$ cat src/rtl/sevmb_pkg.sv
`default_nettype none

package sevmb_pkg;

  // Pipeline depth: stage 1 (input capture) through stage 6 (output register)
  localparam int unsigned N_STAGES = 6;

  localparam logic [31:0] VALUE_B_MUL = 32'h9e3779b9;
  localparam logic [31:0] STEP_MUL    = 32'h85ebca6b;
  localparam logic [31:0] HASH_MUL1   = 32'h7feb352d;
  localparam logic [31:0] HASH_MUL2   = 32'h846ca68b;

  localparam logic [6:0] AMOUNT_FULL = 7'd100;
  localparam logic [6:0] PCT_ROUND   = 7'd50;

  // Rounded mix sum: 16b * 100 + 16b * 100 bound + 50 stays below 2^23
  localparam int unsigned MIX_W = 23;
  // floor(x / 100) = (x * DIV100_RECIP) >> DIV100_SHIFT, exact for x < 2^23
  localparam logic [23:0] DIV100_RECIP = 24'd10737419;
  localparam int unsigned DIV100_SHIFT = 30;

  // 32-bit word mod 100 folded bytewise: 2^8, 2^16, 2^24 mod 100 = 56, 36, 16
  localparam int unsigned FOLD_W = 15;
  localparam logic [FOLD_W-1:0] FOLD_W1 = 15'd56;
  localparam logic [FOLD_W-1:0] FOLD_W2 = 15'd36;
  localparam logic [FOLD_W-1:0] FOLD_W3 = 15'd16;
  localparam logic [FOLD_W-1:0] FOLD_HUNDRED = 15'd100;
  // floor(s / 100) = (s * FOLD_RECIP) >> FOLD_SHIFT, exact for s < 2^15
  localparam logic [FOLD_W-1:0] FOLD_RECIP = 15'd20972;
  localparam int unsigned FOLD_SHIFT = 21;

  typedef enum logic [1:0] {
    MODE_ALL,
    MODE_PITCH,
    MODE_RHYTHM,
    MODE_VELOCITY
  } mode_t;

  typedef enum logic [1:0] {
    REG_AMOUNT,
    REG_MODE,
    REG_BASE_SCENE,
    REG_TARGET_SCENE
  } reg_idx_t;

  typedef struct packed {
    logic [6:0] amount;
    mode_t      mode;
    logic [7:0] base_scene;
    logic [7:0] target_scene;
  } cfg_t;

  typedef struct packed {
    logic [7:0]  step_number;
    logic [31:0] value_a;
    logic [31:0] value_b;
    logic [7:0]  note_a;
    logic [7:0]  note_b;
    logic [7:0]  velocity_a;
    logic [7:0]  velocity_b;
    logic [15:0] duration_a;
    logic [15:0] duration_b;
    logic [15:0] gate_a;
    logic [15:0] gate_b;
    logic [3:0]  flag_bits;
  } event_t;

  typedef struct packed {
    logic [31:0] out_value;
    logic [7:0]  out_note;
    logic [7:0]  out_velocity;
    logic [15:0] out_duration;
    logic [15:0] out_gate;
    logic        out_active;
    logic        out_accent;
    logic [7:0]  out_step;
    logic        took_whole_b;
  } result_t;

  typedef struct packed {
    event_t     ev;
    logic [6:0] amount;
    mode_t      mode;
  } pipe_t;

endpackage

`default_nettype wire

$ cat src/rtl/sevmb_mix.sv
`default_nettype none

// Rounded percentage blend (a*(100-m) + b*m + 50) / 100 over two stages.
module sevmb_mix (
  input  logic        clk,
  input  logic        en_sum,
  input  logic        en_div,
  input  logic [15:0] a,
  input  logic [15:0] b,
  input  logic [6:0]  amount,
  output logic [15:0] mix
);
  import sevmb_pkg::*;

  logic [MIX_W-1:0] sum;
  logic [MIX_W-1:0] sum_next;
  logic [MIX_W+23:0] quo_prod;

  always_comb begin
    sum_next = MIX_W'(a) * MIX_W'(AMOUNT_FULL - amount)
               + MIX_W'(b) * MIX_W'(amount) + MIX_W'(PCT_ROUND);
    quo_prod = (MIX_W+24)'(sum) * (MIX_W+24)'(DIV100_RECIP);
  end

  always_ff @(posedge clk) begin
    if (en_sum) sum <= sum_next;
    if (en_div) mix <= quo_prod[DIV100_SHIFT +: 16];
  end

endmodule

`default_nettype wire

$ cat config.mk
export PLATFORM = sky130hd
export DESIGN_NAME = sevmb_mix
export DESIGN_NICKNAME = d
export VERILOG_FILES = /design/src/rtl/sevmb_pkg.sv /design/src/rtl/sevmb_mix.sv
export SDC_FILE = /design/constraint.sdc
export NUM_CORES = 1
export LEC_CHECK = 0
export BUFFER_PORTS_ARGS = -buffer_cell sky130_fd_sc_hd__buf_2
export CORE_AREA = 5 5 211 213
export DETAILED_ROUTE_END_ITERATION = 8
export DIE_AREA = 0 0 216 218
export GPL_ROUTABILITY_DRIVEN = 0
export SYNTH_ARGS = -nofsm -noshare
export SYNTH_HDL_FRONTEND = slang
export SYNTH_SLANG_ARGS = --single-unit
export TNS_END_PERCENT = 100
$ cat constraint.sdc
create_clock -name clk -period 22.9 [get_ports clk]
set_clock_uncertainty 0.05 [all_clocks]
set_input_delay 2.29 -clock clk [delete_from_list [all_inputs] [get_ports clk]]
set_output_delay 2.29 -clock clk [all_outputs]
set_load 0.005 [all_outputs]
==> summary.txt <==
Die
  • Die Ht: 218 um
  • Starting density of the core: 42.13%
  • Core Area: 0.04251 sq mm
  • Ports: 58
  • Die area: between 0.04 and 0.05 sq mm
  • Die X-Extent: ~220 um
  • Site Rows: 76

Synthesis
  • Asr flop ratio synth: 0%
  • Ys flop type: edfxtp_1
  • EDFF count, synth: 39
  • Post-Synth XOR/XNOR Area: 2.396%
  • Largest family of logic cells by synthesized area: adder cells
  • Post-Synth Adder-Cell Area: 65.46%
  • Synthesized area: 0.01791 sq mm
  • Sequential share of the synthesized area: 6.540%
  • Synth Area per Inst: 9.911 sq um
  • Mapped Cells: 1807
  • Syn Nets: 2552
  • Yosys reg bits: 39
  • Post-synthesis compound-gate area fraction: 4.136%
  • YS warnings: 0
  • Multiplexer share of the synthesized area: 0%
  • Simple-gate share of the synthesized area: 9.704%
  • Netlist cell types: 53

Cells and area
  • Final net count: 2598
  • Multi-input logic area: 0.01464 sq mm
  • Post-layout util: 44.62%
  • Commonest cells after routing, fill and taps aside: inv_1, fa_1, ha_1
  • Filler cell count: between 4000 and 5000
  • Commonest non-fill, non-tap cell in the layout: inv_1
  • Inserted Diodes: 0
  • Share of post-route cells with drive strength above 1: 4.693%
  • Finished Cell Area: 0.01897 sq mm
  • Sequential cell area: 0.001171 sq mm
  • Layout area overhead: 5.904%

CTS
  • Clock buffer depth: 2
  • Post-CTS Setup Inserts: 0
  • Worst-Skew Late Latency: roughly 0.30 ns
  • Num CTS Buffers: 5
  • Cts hold-fix bufs: 0
  • # clock sinks: 39
  • Root Buffer: clkbuf_16
  • Max H-tree Level: 2
  • Reg clk slew, reported paths: 0.06 ns
  • Post-CTS sizing: 0
  • CTS tree: done

Worst hold path
  • Hold Path Stages: 4
  • Worst Hold Class: flip-flop to flip-flop
  • Hold Crit Start: sum[22]
  • Hold Crit Endpoint: mix[15]

Critical path
  • Slowest cell on crit path: xor2_1
  • Crit path largest cell delay: between 0.8 and 0.9 ns
  • Most common cell on crit path: fa_1
  • RR Endpoint: mix[15]
  • CP Class: input port to flip-flop
  • Crit-path max FO: 34
  • Largest delay share family, worst path: adder cells
  • Reg2Reg Launch Point: sum[8]
  • Crit. End Element: flip-flop
  • Startpoint Class: input port
  • FF-to-FF setup slack: ~16 ns
  • WP buf/inv: 5
  • CP required: 22.90 ns
  • Worst-case reg-to-reg path depth: 20
  • Worst EP arrival: 9.65 ns

Drt
  • Final WL: 39310 um
  • DR vias: 11734
  • Wire length per cell: 16.38 um
  • Antenna Nets Post-Route: 0
  • TritonRoute pass-1 iters: 5
  • Vias per cell: 4.889
  • DRC Markers: 0
  • Drt initial violations: 599

Timing
  • Hold Vio Cnt, Final: 0
  • Worst-Margin Slew: 1.095 ns
  • RSZ-0062 raised after global routing: no
  • Fin. max-slew vios: 0
  • Final Cycle Share: 42.13%
  • Fmax: about 100 MHz
  • Slew margin rel.: 26.75%
  • Setup TNS: 0 ns
  • Minimum clock period: 9.648 ns
  • Final count of negative-setup-slack endpoints: 0

Placed design
  • Input/output buffers: 57
  • Post-DP Area: 0.01882 sq mm
  • Detailed placement HPWL: 35800 um

GRT
  • First-pass GRT wire length: 66430 um
  • Number of antenna violations at the first check in global routing: 0
  • Largest net degree at the start of global routing: 35
  • Number of global-route vias before repair: ~13000
  • Total global-route track usage: 17.52%
  • GRT overflow: 0

Job
  • MaxCap Viol Count: 0

Outcome
  • Outcome: complete, no violations
==> routing by layer <==
metal | GRT usage, % | vias up | part of all wire, %
met4 | 4.155 | 0 | 2.2
met3 | 2.194 | 51 | 4.0
met5 | 0 | - | 0
met1 | 23.78 | 5908 | 46
met2 | 30.17 | 242 | 48
li1 | - | 5533 | -
==> cell type report <==
type	instances	area share, %
Clock buffer	7	0.6993
Clock inverter	1	0.02639
Inverter	540	10.69
Multi-Input combinational cell	1207	77.19
Sequential cell	39	6.175
Tap cell	546	3.602
Timing Repair Buffer	60	1.623
==> flip-flops by register name (all words and copies together), names as in the netlist <==
name and count:
mix 16, sum 23
==> Yosys cell counts (all sizes together) (14+ instances only) <==
library cell	instances	area, sq um
a21oi	38	193.9
and2	95	594.3
clkbuf	21	78.83
edfxtp	39	1171
fa	390	7807
ha	313	3916
inv	540	2027
nand2	122	457.9
nor2	32	120.1
nor2b	32	200.2
o21ai	33	172.7
xnor2	35	306.5
xor2	14	122.6
==> logic make-up (layout without fill, tap and decap cells) <==
kind of cell,after synthesis,count (layout)
compound gates,115,115
simple gates,340,340
xor+xnor,49,49
buf+inv,561,608
flops,39,39
fa+ha+maj,703,703
==> how the worst max path moves through the flow <==
stage	start	to	slack, ns	cells after the start
finish	amount[0]	sum[21]	13.25	25
global route	amount[0]	sum[21]	12.76	25
CTS	amount[0]	sum[21]	13.16	25
detailed placement	amount[0]	sum[21]	12.84	25
global placement	amount[0]	sum[21]	13.03	25
floorplan	amount[0]	sum[21]	14.00	25
==> stage by stage <==
stage	instances	setup slack, ns	hold slack (ns)
floorplan	1807	14.00	1.038
global placement	2392	13.03	1.228
detailed placement	2392	12.84	1.262
CTS	2400	13.16	1.271
global route	2400	12.76	1.336
finish	2400	13.25	1.258
==> worst reg2reg max path, stage by stage, from the launching register on <==
cell and delay [ns]:
edfxtp_1 0.62, fa_1 0.74, inv_1 0.09, fa_1 0.51, inv_1 0.05, ha_1 0.30, fa_1 0.56, fa_1 0.43
fa_1 0.53, inv_1 0.07, fa_1 0.47, inv_1 0.05, ha_1 0.32, a21oi_1 0.09, o21ai_0 0.29, a32oi_1 0.15
a311oi_1 0.69, o21ai_0 0.33, a21oi_1 0.38, and4_1 0.25, nor3_1 0.05
Power is left out: the tool's default activity adds up to more than one toggle a clock period on the data nets, which glitch-free logic cannot reach.
