$ cat config.mk
export PLATFORM = sky130hd
export DESIGN_NAME = sevmb_hash
export DESIGN_NICKNAME = d
export VERILOG_FILES = /design/src/rtl/sevmb_pkg.sv /design/src/rtl/sevmb_hash.sv
export SDC_FILE = /design/constraint.sdc
export NUM_CORES = 2
export LEC_CHECK = 0
export BUFFER_PORTS_ARGS = -buffer_cell sky130_fd_sc_hd__buf_2
export CAP_MARGIN = 20
export CELL_PAD_IN_SITES_DETAIL_PLACEMENT = 1
export CELL_PAD_IN_SITES_GLOBAL_PLACEMENT = 2
export CORE_ASPECT_RATIO = 0.9
export CORE_MARGIN = 3
export CORE_UTILIZATION = 35
export DETAILED_ROUTE_END_ITERATION = 16
export PLACE_DENSITY_LB_ADDON = 0.1
export SKIP_CTS_REPAIR_TIMING = 1
export SYNTH_ARGS = -nofsm -noshare
export SYNTH_HDL_FRONTEND = slang
export SYNTH_SLANG_ARGS = --single-unit
$ cat constraint.sdc
create_clock -name clk -period 17 [get_ports clk]
set_clock_uncertainty 0.2 [all_clocks]
set_input_delay 3.4 -clock clk [delete_from_list [all_inputs] [get_ports clk]]
set_output_delay 3.4 -clock clk [all_outputs]
set_load 0.1 [all_outputs]
$ cat src/rtl/sevmb_pkg.sv
`default_nettype none

package sevmb_pkg;

  // Pipeline depth: stage 1 (input capture) through stage 6 (output register)
  localparam int unsigned N_STAGES = 6;

  localparam logic [31:0] VALUE_B_MUL = 32'h9e3779b9;
  localparam logic [31:0] STEP_MUL    = 32'h85ebca6b;
  localparam logic [31:0] HASH_MUL1   = 32'h7feb352d;
  localparam logic [31:0] HASH_MUL2   = 32'h846ca68b;

  localparam logic [6:0] AMOUNT_FULL = 7'd100;
  localparam logic [6:0] PCT_ROUND   = 7'd50;

  // Rounded mix sum: 16b * 100 + 16b * 100 bound + 50 stays below 2^23
  localparam int unsigned MIX_W = 23;
  // floor(x / 100) = (x * DIV100_RECIP) >> DIV100_SHIFT, exact for x < 2^23
  localparam logic [23:0] DIV100_RECIP = 24'd10737419;
  localparam int unsigned DIV100_SHIFT = 30;

  // 32-bit word mod 100 folded bytewise: 2^8, 2^16, 2^24 mod 100 = 56, 36, 16
  localparam int unsigned FOLD_W = 15;
  localparam logic [FOLD_W-1:0] FOLD_W1 = 15'd56;
  localparam logic [FOLD_W-1:0] FOLD_W2 = 15'd36;
  localparam logic [FOLD_W-1:0] FOLD_W3 = 15'd16;
  localparam logic [FOLD_W-1:0] FOLD_HUNDRED = 15'd100;
  // floor(s / 100) = (s * FOLD_RECIP) >> FOLD_SHIFT, exact for s < 2^15
  localparam logic [FOLD_W-1:0] FOLD_RECIP = 15'd20972;
  localparam int unsigned FOLD_SHIFT = 21;

  typedef enum logic [1:0] {
    MODE_ALL,
    MODE_PITCH,
    MODE_RHYTHM,
    MODE_VELOCITY
  } mode_t;

  typedef enum logic [1:0] {
    REG_AMOUNT,
    REG_MODE,
    REG_BASE_SCENE,
    REG_TARGET_SCENE
  } reg_idx_t;

  typedef struct packed {
    logic [6:0] amount;
    mode_t      mode;
    logic [7:0] base_scene;
    logic [7:0] target_scene;
  } cfg_t;

  typedef struct packed {
    logic [7:0]  step_number;
    logic [31:0] value_a;
    logic [31:0] value_b;
    logic [7:0]  note_a;
    logic [7:0]  note_b;
    logic [7:0]  velocity_a;
    logic [7:0]  velocity_b;
    logic [15:0] duration_a;
    logic [15:0] duration_b;
    logic [15:0] gate_a;
    logic [15:0] gate_b;
    logic [3:0]  flag_bits;
  } event_t;

  typedef struct packed {
    logic [31:0] out_value;
    logic [7:0]  out_note;
    logic [7:0]  out_velocity;
    logic [15:0] out_duration;
    logic [15:0] out_gate;
    logic        out_active;
    logic        out_accent;
    logic [7:0]  out_step;
    logic        took_whole_b;
  } result_t;

  typedef struct packed {
    event_t     ev;
    logic [6:0] amount;
    mode_t      mode;
  } pipe_t;

endpackage

`default_nettype wire

$ cat src/rtl/sevmb_hash.sv
`default_nettype none

// Selector hash, five stages: seed mix, two multiply rounds, byte fold, mod 100.
module sevmb_hash (
  input  logic              clk,
  input  logic [4:0]        en,
  input  sevmb_pkg::event_t ev,
  input  sevmb_pkg::cfg_t   cfg,
  output logic [6:0]        sel
);
  import sevmb_pkg::*;

  logic [31:0] x1;
  logic [31:0] x2;
  logic [31:0] x4;
  logic [FOLD_W-1:0] fold;

  logic [63:0] prod_b;
  logic [39:0] prod_s;
  logic [31:0] seed;
  logic [31:0] x1_next;
  logic [63:0] prod_h1;
  logic [31:0] x3;
  logic [63:0] prod_h2;
  logic [31:0] x5;
  logic [FOLD_W-1:0] fold_next;
  logic [2*FOLD_W-1:0] quo_prod;
  logic [8:0] quo;
  logic [FOLD_W-1:0] rem_wide;

  always_comb begin
    prod_b  = 64'(ev.value_b) * 64'(VALUE_B_MUL);
    prod_s  = 40'(ev.step_number) * 40'(STEP_MUL);
    seed    = ev.value_a ^ prod_b[31:0] ^ prod_s[31:0]
              ^ {16'd0, cfg.base_scene, 8'd0} ^ {24'd0, cfg.target_scene};
    x1_next = seed ^ (seed >> 16);

    prod_h1 = 64'(x2 ^ (x2 >> 15)) * 64'(HASH_MUL2);
    x3      = prod_h1[31:0];

    x5        = x4 ^ (x4 >> 16);
    fold_next = FOLD_W'(x5[7:0]) + FOLD_W'(x5[15:8]) * FOLD_W1
                + FOLD_W'(x5[23:16]) * FOLD_W2 + FOLD_W'(x5[31:24]) * FOLD_W3;

    quo_prod = (2*FOLD_W)'(fold) * (2*FOLD_W)'(FOLD_RECIP);
    quo      = quo_prod[FOLD_SHIFT +: 9];
    rem_wide = fold - FOLD_W'(quo) * FOLD_HUNDRED;

    prod_h2 = 64'(x1) * 64'(HASH_MUL1);
  end

  always_ff @(posedge clk) begin
    if (en[0]) x1   <= x1_next;
    if (en[1]) x2   <= prod_h2[31:0];
    if (en[2]) x4   <= x3;
    if (en[3]) fold <= fold_next;
    if (en[4]) sel  <= rem_wide[6:0];
  end

endmodule

`default_nettype wire

==> impl_metrics.tcl <==
set metrics [dict create \
    end_kind "flop" \
    finalHoldViolCount 0 \
    synth_most_common_cell "inv_1" \
    post_drt_wl_per_cell_um 20.0 \
    fillers 12600 \
    max_freq_mhz 93.3 \
    setup_tns_ps 0 \
    numCtsBuffers 17 \
    r2r_start "x2[20]$_DFFE_PP_" \
    status "finished clean" \
    synth.largest_area_cell "fa_1" \
    clkTransAtPathRegs_ps 60 \
    drt-initial-drc-count 888 \
    max-clock-path-buffers 2 \
    min_period_ps 10710 \
    die_h_um 324 \
    yosys_most_used_dff "edfxtp_1" \
    routed_via_density 4.55 \
    crit_start "ev[105]" \
    grt_pass1_vias 28000 \
    num-nets-final 5644 \
    synth-edff-count 118 \
    vias 24600 \
    syn_avg_cell_area_um2 10.4 \
    synth_cells 3772 \
    clkSinkCount 118 \
    area_delta_synth_final_pct 7.77 \
    rsz0062_at_grt "no" \
    cts-root-buf "clkbuf_16" \
    ant_nets 0 \
    core-area_mm2 0.111 \
    finalCritPeriodShare_pct 63.0 \
    start_kind "primary input" \
    finalMaxSlewViolations 0 \
    rows 116 \
    place_congestion 0.818 \
    antenna_found_initial 6 \
    finalHoldWorstSlack_ps 370 \
    grtUsageTotal_pct 19.6 \
    grt.overflow.total 0 \
    wl_um 108000 \
    crit_type "in -> reg" \
    ys_top_cells_by_area "fa_1, ha_1, inv_1, edfxtp_1, xnor2_1" \
    syn-num-nets 5507 \
    tightest_slew_ps 935 \
    drive_gt1_share_pct 4.54 \
    io_pins 210 \
    critPathRequiredTime_ps 17020 \
    yosys_warnings 0 \
    cap_viol_max_count 0 \
    worstPathMaxFanout 8 \
    drc 0 \
    syn_area_mm2 0.0393 \
    detail_route.first_pass.iterations 4 \
    yosys-top-cells-count "inv_1, ha_1, fa_1" \
    setup_viol 0 \
    htreeDepth 4 \
    grt_max_degree 33 \
    async_reset_ff_share_pct 0 \
    clk_latency_ps 480 \
    maxSlewHeadroom_pct 37.6 \
    initial_core_util_pct 35.3 \
    dp_hpwl_um 99100 \
    die_x_um 359 \
    min_from "x4[0]$_DFFE_PP_" \
    grt_pass1_wl_um 171000 \
    cts_tree "yes" \
    die-area_mm2 0.116 \
    ys_seq_elements 118 \
    io_buffers 100 \
    yosysUniqueCellTypes 74 \
    synth_top_area_share_pct 37.9 \
    worstPathArrival_ps 10740 \
    holdCritPathClass "reg -> reg" \
    synth_seq_area_share_pct 9.01 \
]
flip-flops by register name (all words and copies together) (netlist names):
name	count
fold	15
sel	7
x1	32
x2	32
x4	32
per-stage QoR:
step	area [um2]	util, %	setup WS, ps	cells
4_1_cts	42400	38.1	6250	5396
3_3_place_gp	41800	37.6	5780	5364
6_report	42400	38.1	6290	5397
2_1_floorplan	39300	-	7150	3772
5_1_grt	42400	38.1	5940	5396
3_5_place_dp	41800	37.6	5750	5365
cell usage in the layout, fill, tap and decap left out, drive strengths merged, types with 8 or more instances in the layout:
cell type	synthesis	final
nand4	8	8
nor3	13	13
inv	1241	1241
a21o	61	61
edfxtp	118	118
ha	787	787
o21bai	18	18
nand2	48	48
clkbuf	1	17
buf	0	119
xnor2	287	287
and3	12	12
o21ai	53	53
a21oi	110	110
fa	745	745
xor2	73	73
nand3	16	16
o21a	14	14
nand2b	12	12
nor2	55	55
routing by layer:
layer	global-route usage, %	vias up	part of all wire, %
li1	-	11800	-
met1	27.9	12400	49
met2	33.0	236	47
met3	2.14	56	2.4
met4	3.26	2	1.4
met5	0	-	0.012
worst max-delay path, cell delays in order:
cell	delay [ps]
buf_2	290
inv_1	190
fa_1	530
inv_1	50
fa_1	420
fa_1	510
inv_1	50
fa_1	510
inv_1	70
fa_1	500
inv_1	60
fa_1	530
inv_1	50
fa_1	380
fa_1	400
ha_1	380
a21o_1	240
a2111oi_0	390
o21a_1	260
nor3_1	100
a21oi_2	250
o21ai_1	120
xnor2_1	590
xnor3_1	450
kinds of logic (layout without fill, tap and decap cells):
family	after synthesis	in the layout	synth area share (%)
adder cells (fa/ha/maj)	1532	1532	62.9
buffers and inverters	1242	1391	11.8
XOR/XNOR	365	365	8.31
AO/OA/AOI/OAI	320	320	5.43
AND/OR/NAND/NOR	193	193	2.42
flip-flops	118	118	9.01
multiplexers	2	2	0.0541
other	0	1	0
final timing paths:
kind                            slack, ps  depth (start not counted)                end
worst max register to register       8840                         23   x4[31]$_DFFE_PP_
worst max-delay path                 6290                         24   x1[13]$_DFFE_PP_
worst min-delay path                  370                          1  fold[0]$_DFFE_PP_
worst min register to register        370                          1  fold[0]$_DFFE_PP_
cell type report:
cell class	count	area, um2	area share (%)
clock inverter	14	138	0.325
multi-input combinational	2412	31100	73.5
inverter	1241	4660	11.0
tap	1475	1850	4.35
sequential	118	3540	8.36
timing repair buffer	119	643	1.52
antenna	1	2.50	0.00590
clock buffer	17	425	1.00
Power is not shown: default switching activity piles up to over one toggle a cycle in this logic, so the estimate is an artifact.
