<file path="config.mk">
export PLATFORM = sky130hd
export DESIGN_NAME = sevmb_cfg
export DESIGN_NICKNAME = d
export VERILOG_FILES = /design/src/rtl/sevmb_pkg.sv /design/src/rtl/sevmb_cfg.sv
export SDC_FILE = /design/constraint.sdc
export NUM_CORES = 1
export LEC_CHECK = 0
export BUFFER_PORTS_ARGS = -buffer_cell sky130_fd_sc_hd__buf_2
export CORE_AREA = 3 3 62 64
export DETAILED_ROUTE_END_ITERATION = 6
export DIE_AREA = 0 0 65 67
export GPL_TIMING_DRIVEN = 1
export PLACE_DENSITY = 0.89
export SLEW_MARGIN = 30
export SYNTH_ARGS = -nofsm -noshare
export SYNTH_HDL_FRONTEND = slang
export SYNTH_SLANG_ARGS = --single-unit
export TNS_END_PERCENT = 10
</file>
<file path="constraint.sdc">
create_clock -name clk -period 1.3 [get_ports clk]
set_input_delay 0.13 -clock clk [delete_from_list [all_inputs] [get_ports clk]]
set_output_delay 0.13 -clock clk [all_outputs]
set_load 0.02 [all_outputs]
</file>
<file path="src/rtl/sevmb_pkg.sv">
`default_nettype none

package sevmb_pkg;

  // Pipeline depth: stage 1 (input capture) through stage 6 (output register)
  localparam int unsigned N_STAGES = 6;

  localparam logic [31:0] VALUE_B_MUL = 32'h9e3779b9;
  localparam logic [31:0] STEP_MUL    = 32'h85ebca6b;
  localparam logic [31:0] HASH_MUL1   = 32'h7feb352d;
  localparam logic [31:0] HASH_MUL2   = 32'h846ca68b;

  localparam logic [6:0] AMOUNT_FULL = 7'd100;
  localparam logic [6:0] PCT_ROUND   = 7'd50;

  // Rounded mix sum: 16b * 100 + 16b * 100 bound + 50 stays below 2^23
  localparam int unsigned MIX_W = 23;
  // floor(x / 100) = (x * DIV100_RECIP) >> DIV100_SHIFT, exact for x < 2^23
  localparam logic [23:0] DIV100_RECIP = 24'd10737419;
  localparam int unsigned DIV100_SHIFT = 30;

  // 32-bit word mod 100 folded bytewise: 2^8, 2^16, 2^24 mod 100 = 56, 36, 16
  localparam int unsigned FOLD_W = 15;
  localparam logic [FOLD_W-1:0] FOLD_W1 = 15'd56;
  localparam logic [FOLD_W-1:0] FOLD_W2 = 15'd36;
  localparam logic [FOLD_W-1:0] FOLD_W3 = 15'd16;
  localparam logic [FOLD_W-1:0] FOLD_HUNDRED = 15'd100;
  // floor(s / 100) = (s * FOLD_RECIP) >> FOLD_SHIFT, exact for s < 2^15
  localparam logic [FOLD_W-1:0] FOLD_RECIP = 15'd20972;
  localparam int unsigned FOLD_SHIFT = 21;

  typedef enum logic [1:0] {
    MODE_ALL,
    MODE_PITCH,
    MODE_RHYTHM,
    MODE_VELOCITY
  } mode_t;

  typedef enum logic [1:0] {
    REG_AMOUNT,
    REG_MODE,
    REG_BASE_SCENE,
    REG_TARGET_SCENE
  } reg_idx_t;

  typedef struct packed {
    logic [6:0] amount;
    mode_t      mode;
    logic [7:0] base_scene;
    logic [7:0] target_scene;
  } cfg_t;

  typedef struct packed {
    logic [7:0]  step_number;
    logic [31:0] value_a;
    logic [31:0] value_b;
    logic [7:0]  note_a;
    logic [7:0]  note_b;
    logic [7:0]  velocity_a;
    logic [7:0]  velocity_b;
    logic [15:0] duration_a;
    logic [15:0] duration_b;
    logic [15:0] gate_a;
    logic [15:0] gate_b;
    logic [3:0]  flag_bits;
  } event_t;

  typedef struct packed {
    logic [31:0] out_value;
    logic [7:0]  out_note;
    logic [7:0]  out_velocity;
    logic [15:0] out_duration;
    logic [15:0] out_gate;
    logic        out_active;
    logic        out_accent;
    logic [7:0]  out_step;
    logic        took_whole_b;
  } result_t;

  typedef struct packed {
    event_t     ev;
    logic [6:0] amount;
    mode_t      mode;
  } pipe_t;

endpackage

`default_nettype wire

</file>
<file path="src/rtl/sevmb_cfg.sv">
`default_nettype none

module sevmb_cfg (
  input  logic              clk,
  input  logic              rst,
  input  logic              psel,
  input  logic              penable,
  input  logic              pwrite,
  input  sevmb_pkg::reg_idx_t idx,
  input  logic [31:0]       pwdata,
  output logic [31:0]       prdata,
  output sevmb_pkg::cfg_t   cfg
);
  import sevmb_pkg::*;

  logic wr;

  assign wr = psel && penable && pwrite;

  always_ff @(posedge clk) begin
    if (rst) begin
      cfg.amount       <= '0;
      cfg.mode         <= MODE_ALL;
      cfg.base_scene   <= '0;
      cfg.target_scene <= 8'd1;
    end else if (wr) begin
      case (idx)
        REG_AMOUNT: begin
          // out-of-range amounts are dropped
          if (pwdata[6:0] <= AMOUNT_FULL) cfg.amount <= pwdata[6:0];
        end
        REG_MODE:         cfg.mode         <= mode_t'(pwdata[1:0]);
        REG_BASE_SCENE:   cfg.base_scene   <= pwdata[7:0];
        REG_TARGET_SCENE: cfg.target_scene <= pwdata[7:0];
        default: ;
      endcase
    end
  end

  always_comb begin
    case (idx)
      REG_AMOUNT:       prdata = {25'd0, cfg.amount};
      REG_MODE:         prdata = {30'd0, cfg.mode};
      REG_BASE_SCENE:   prdata = {24'd0, cfg.base_scene};
      REG_TARGET_SCENE: prdata = {24'd0, cfg.target_scene};
      default:          prdata = '0;
    endcase
  end

endmodule

`default_nettype wire

</file>
==> impl_metrics.csv <==
group,metric,value,unit
clocking,clk_latency,0.30,ns
logic_synthesis,synth_top_family_by_area,"multiplexers",
logic_synthesis,synthTopCellsByCount,"buf_4, dfxtp_1, mux2i_1",
logic_synthesis,syn_area_per_cell,9.81,µm²
cells_and_area,seq_area,515,µm²
drt,met1Wirelength,1310,µm
drt,drc,0,
floorplan,die-width,65,µm
grt,antenna_found_initial,0,
clocking,clk_pin_slew,0.13,ns
logic_synthesis,async_flop_share,0,%
cells_and_area,design_area,1680,µm²
job,cap_violations,0,
grt,grt-ovfl-total,0,
setup_path,crit_required,1.17,ns
cells_and_area,antenna_cells,0,
setup_path,slowest_stage,"mux4_2",
timing,skew,0,ns
logic_synthesis,syn-cell-area,1370,µm²
logic_synthesis,ys_top_cells_by_area,"dfxtp_1, mux2i_1, buf_4",
logic_synthesis,seq_area_frac_synth,36.4,%
clocking,clock-sinks,25,
outcome,status,"finished with violations",
timing,rsz0062_at_grt,"yes",
logic_synthesis,synth.most_common_cell,"buf_4",
power,clkPwrFrac,24.7,%
power,combPwrFrac,17.5,%
setup_path,critPathKind,"reg -> out",
drt,wirelength,3080,µm
floorplan,core,3340,µm²
logic_synthesis,synth_xor_area_share,0,%
drt,routedWlPerCell,12.8,µm
power,vdd_drop_max,0.413,mV
clocking,htree_levels,1,
setup_path,crit_fanout,3,
setup_path,cp-end-kind,"output port",
timing,period_needed,1.39,ns
setup_path,start_kind,"register",
logic_synthesis,yosysTopAreaCellShare,36.4,%
cells_and_area,fill_cells,343,
outcome,violations,"negative setup slack",
grt,grt_pass1_wl,4670,µm
logic_synthesis,synth-edff-count,0,
timing,hold_viol,0,
logic_synthesis,synth.area.mux_share,24.1,%
clocking,cts-root-buf,"clkbuf_4",
placed_design,placed_area,1610,µm²
grt,grt_max_degree,31,
drt,route.met3.wl,240,µm
floorplan,rows,21,
logic_synthesis,synth_top_area_cell,"dfxtp_1",
placed_design,dp_hpwl,2370,µm
power,p_sw,385,µW
timing,slew_violations,0,
floorplan,dieHeight,67,µm
drt,vias_per_cell,4.52,
drt,drt_pass1_iterations,4,
logic_synthesis,ys_seq_elements,25,
logic_synthesis,synth_cell_types,26,
cells_and_area,top_regs,"cfg (25)",
setup_path,crit_arrival,1.26,ns
timing,max_freq,719,MHz
cells_and_area,largest_register_ffs,25,
timing,finalCritPeriodShare,107,%
clocking,cts-buffers-inserted,3,
drt,ant_nets,0,
placed_design,place_congestion,0.723,
grt,grt_pass1_vias,1024,
power,swShare,28.3,%
cells_and_area,regMostFlops,"cfg",
floorplan,dieArea,4360,µm²
cells_and_area,nets,235,
cells_and_area,multi_input_area,734,µm²
drt,drtIter0Drc,30,
power,p_leak,0.000850,µW
clocking,clk_path_buf_depth,2,
grt,grt_usage,13.7,%
worst_hold_path,hold_class,"in -> reg",
cells_and_area,syn2layout_area_growth,22.5,%
logic_synthesis,synth_compound_area_share,8.20,%
floorplan,start_util,41.2,%
logic_synthesis,synthFlopType,"dfxtp_1",
clocking,cts_tree,"built",
power,seqPwrFrac,57.7,%
timing,tns,-0.534,ns
placed_design,portBuffers,47,
drt,met2WireLength,1500,µm
logic_synthesis,yosysWarnings,0,
logic_synthesis,syn_inst,140,
cells_and_area,layout-drive-gt1-share,44.1,%
timing,setup_viol,7,
setup_path,crit_chain,"mux4_2 > buf_6",
clocking,cts_hold_buf,0,
drt,vias,1090,
floorplan,num_io_pins,96,
logic_synthesis,yosys.area_share.adder,0,%
timing,fin_ws,-0.0912,ns
power,powerDensity,806,nW/µm²
power,internal_power,972,µW
drt,topRoutingLayerUsed,"met4",
logic_synthesis,synth-simple-area-share,13.9,%
setup_path,max_stage_delay,0.46,ns
layout by cell type (no fill, tap or decap), types with 2 or more instances in the layout:
| cell | count |
|---|---|
| a211oi_1 | 2 |
| a21oi_1 | 2 |
| a22o_1 | 5 |
| buf_2 | 45 |
| buf_4 | 12 |
| buf_6 | 2 |
| clkbuf_4 | 3 |
| conb_1 | 24 |
| dfxtp_1 | 13 |
| dfxtp_2 | 12 |
| inv_1 | 3 |
| mux2_2 | 4 |
| mux2i_1 | 23 |
| mux4_2 | 2 |
| nand2b_1 | 10 |
| nor2_1 | 19 |
| nor3b_2 | 2 |
| o21a_1 | 2 |
path summary, 6_finish.rpt:
check	end	depth (start not counted)	from	slack (ns)
setup / recovery	prdata[0]	2	cfg[18]$_SDFFE_PP0P_	-0.09
hold / removal	cfg[7]$_SDFFE_PP0P_	3	pwdata[7]	0.06
setup reg to reg	cfg[0]$_SDFFE_PP1P_	2	cfg[0]$_SDFFE_PP1P_	0.50
hold reg to reg	cfg[22]$_SDFFE_PP0P_	2	cfg[22]$_SDFFE_PP0P_	0.50
area by class of cell:
class,instances,share of cell area [%]
multi-input cells,104,43.6
flip-flops and latches,25,30.6
repair buffers,59,20.1
well taps,46,3.42
clock buffers,4,1.56
inverters,3,0.669
stage by stage:
| step | cells | setup slack [ns] | total power [µW] | util, % | hold slack (ns) |
|---|---|---|---|---|---|
| 6_report | 241 | -0.0912 | 1360 | 50.4 | 0.0616 |
| 5_1_grt | 241 | -0.151 | 1430 | 50.4 | 0.0708 |
| 4_1_cts | 241 | -0.107 | 1370 | 50.3 | 0.0584 |
| 3_5_place_dp | 235 | -0.0137 | 1030 | 48.3 | 0.385 |
| 3_3_place_gp | 235 | 0.0329 | 1030 | 48.3 | 0.381 |
| 2_1_floorplan | 163 | 0.250 | 1010 | - | 0.265 |
routing by layer:
layer	GRT usage, %	up-vias
met5	0	-
met4	3.96	0
met3	3.20	4
met2	24.5	41
met1	16.3	508
li1	-	537
power by group through the flow:
stage	logic [µW]	clock network [µW]	registers (µW)
floorplan	200	0	812
global placement	229	0	800
detailed placement	232	0	800
CTS	238	350	783
global route	259	381	785
finish	238	335	784
cell families after synthesis:
family | Yosys count
AOI/OAI and AO/OA | 14
other | 1
and+or+nand+nor | 36
buffers and inverters | 34
muxes | 30
DFF | 25
timing repair:
action	4_1_cts	5_1_grt
gates resized for setup	13	4
setup endpoints to repair	7	7
pin swaps	0	0
setup buffers	2	0
worst max-delay path, delay by kind of cell, from the launching register on:
kind,cells,cell delay [ns]
buf+inv,1,0.15
flops,1,0.35
mux,1,0.46
No activity file was read; power rests on OpenSTA's default activity.
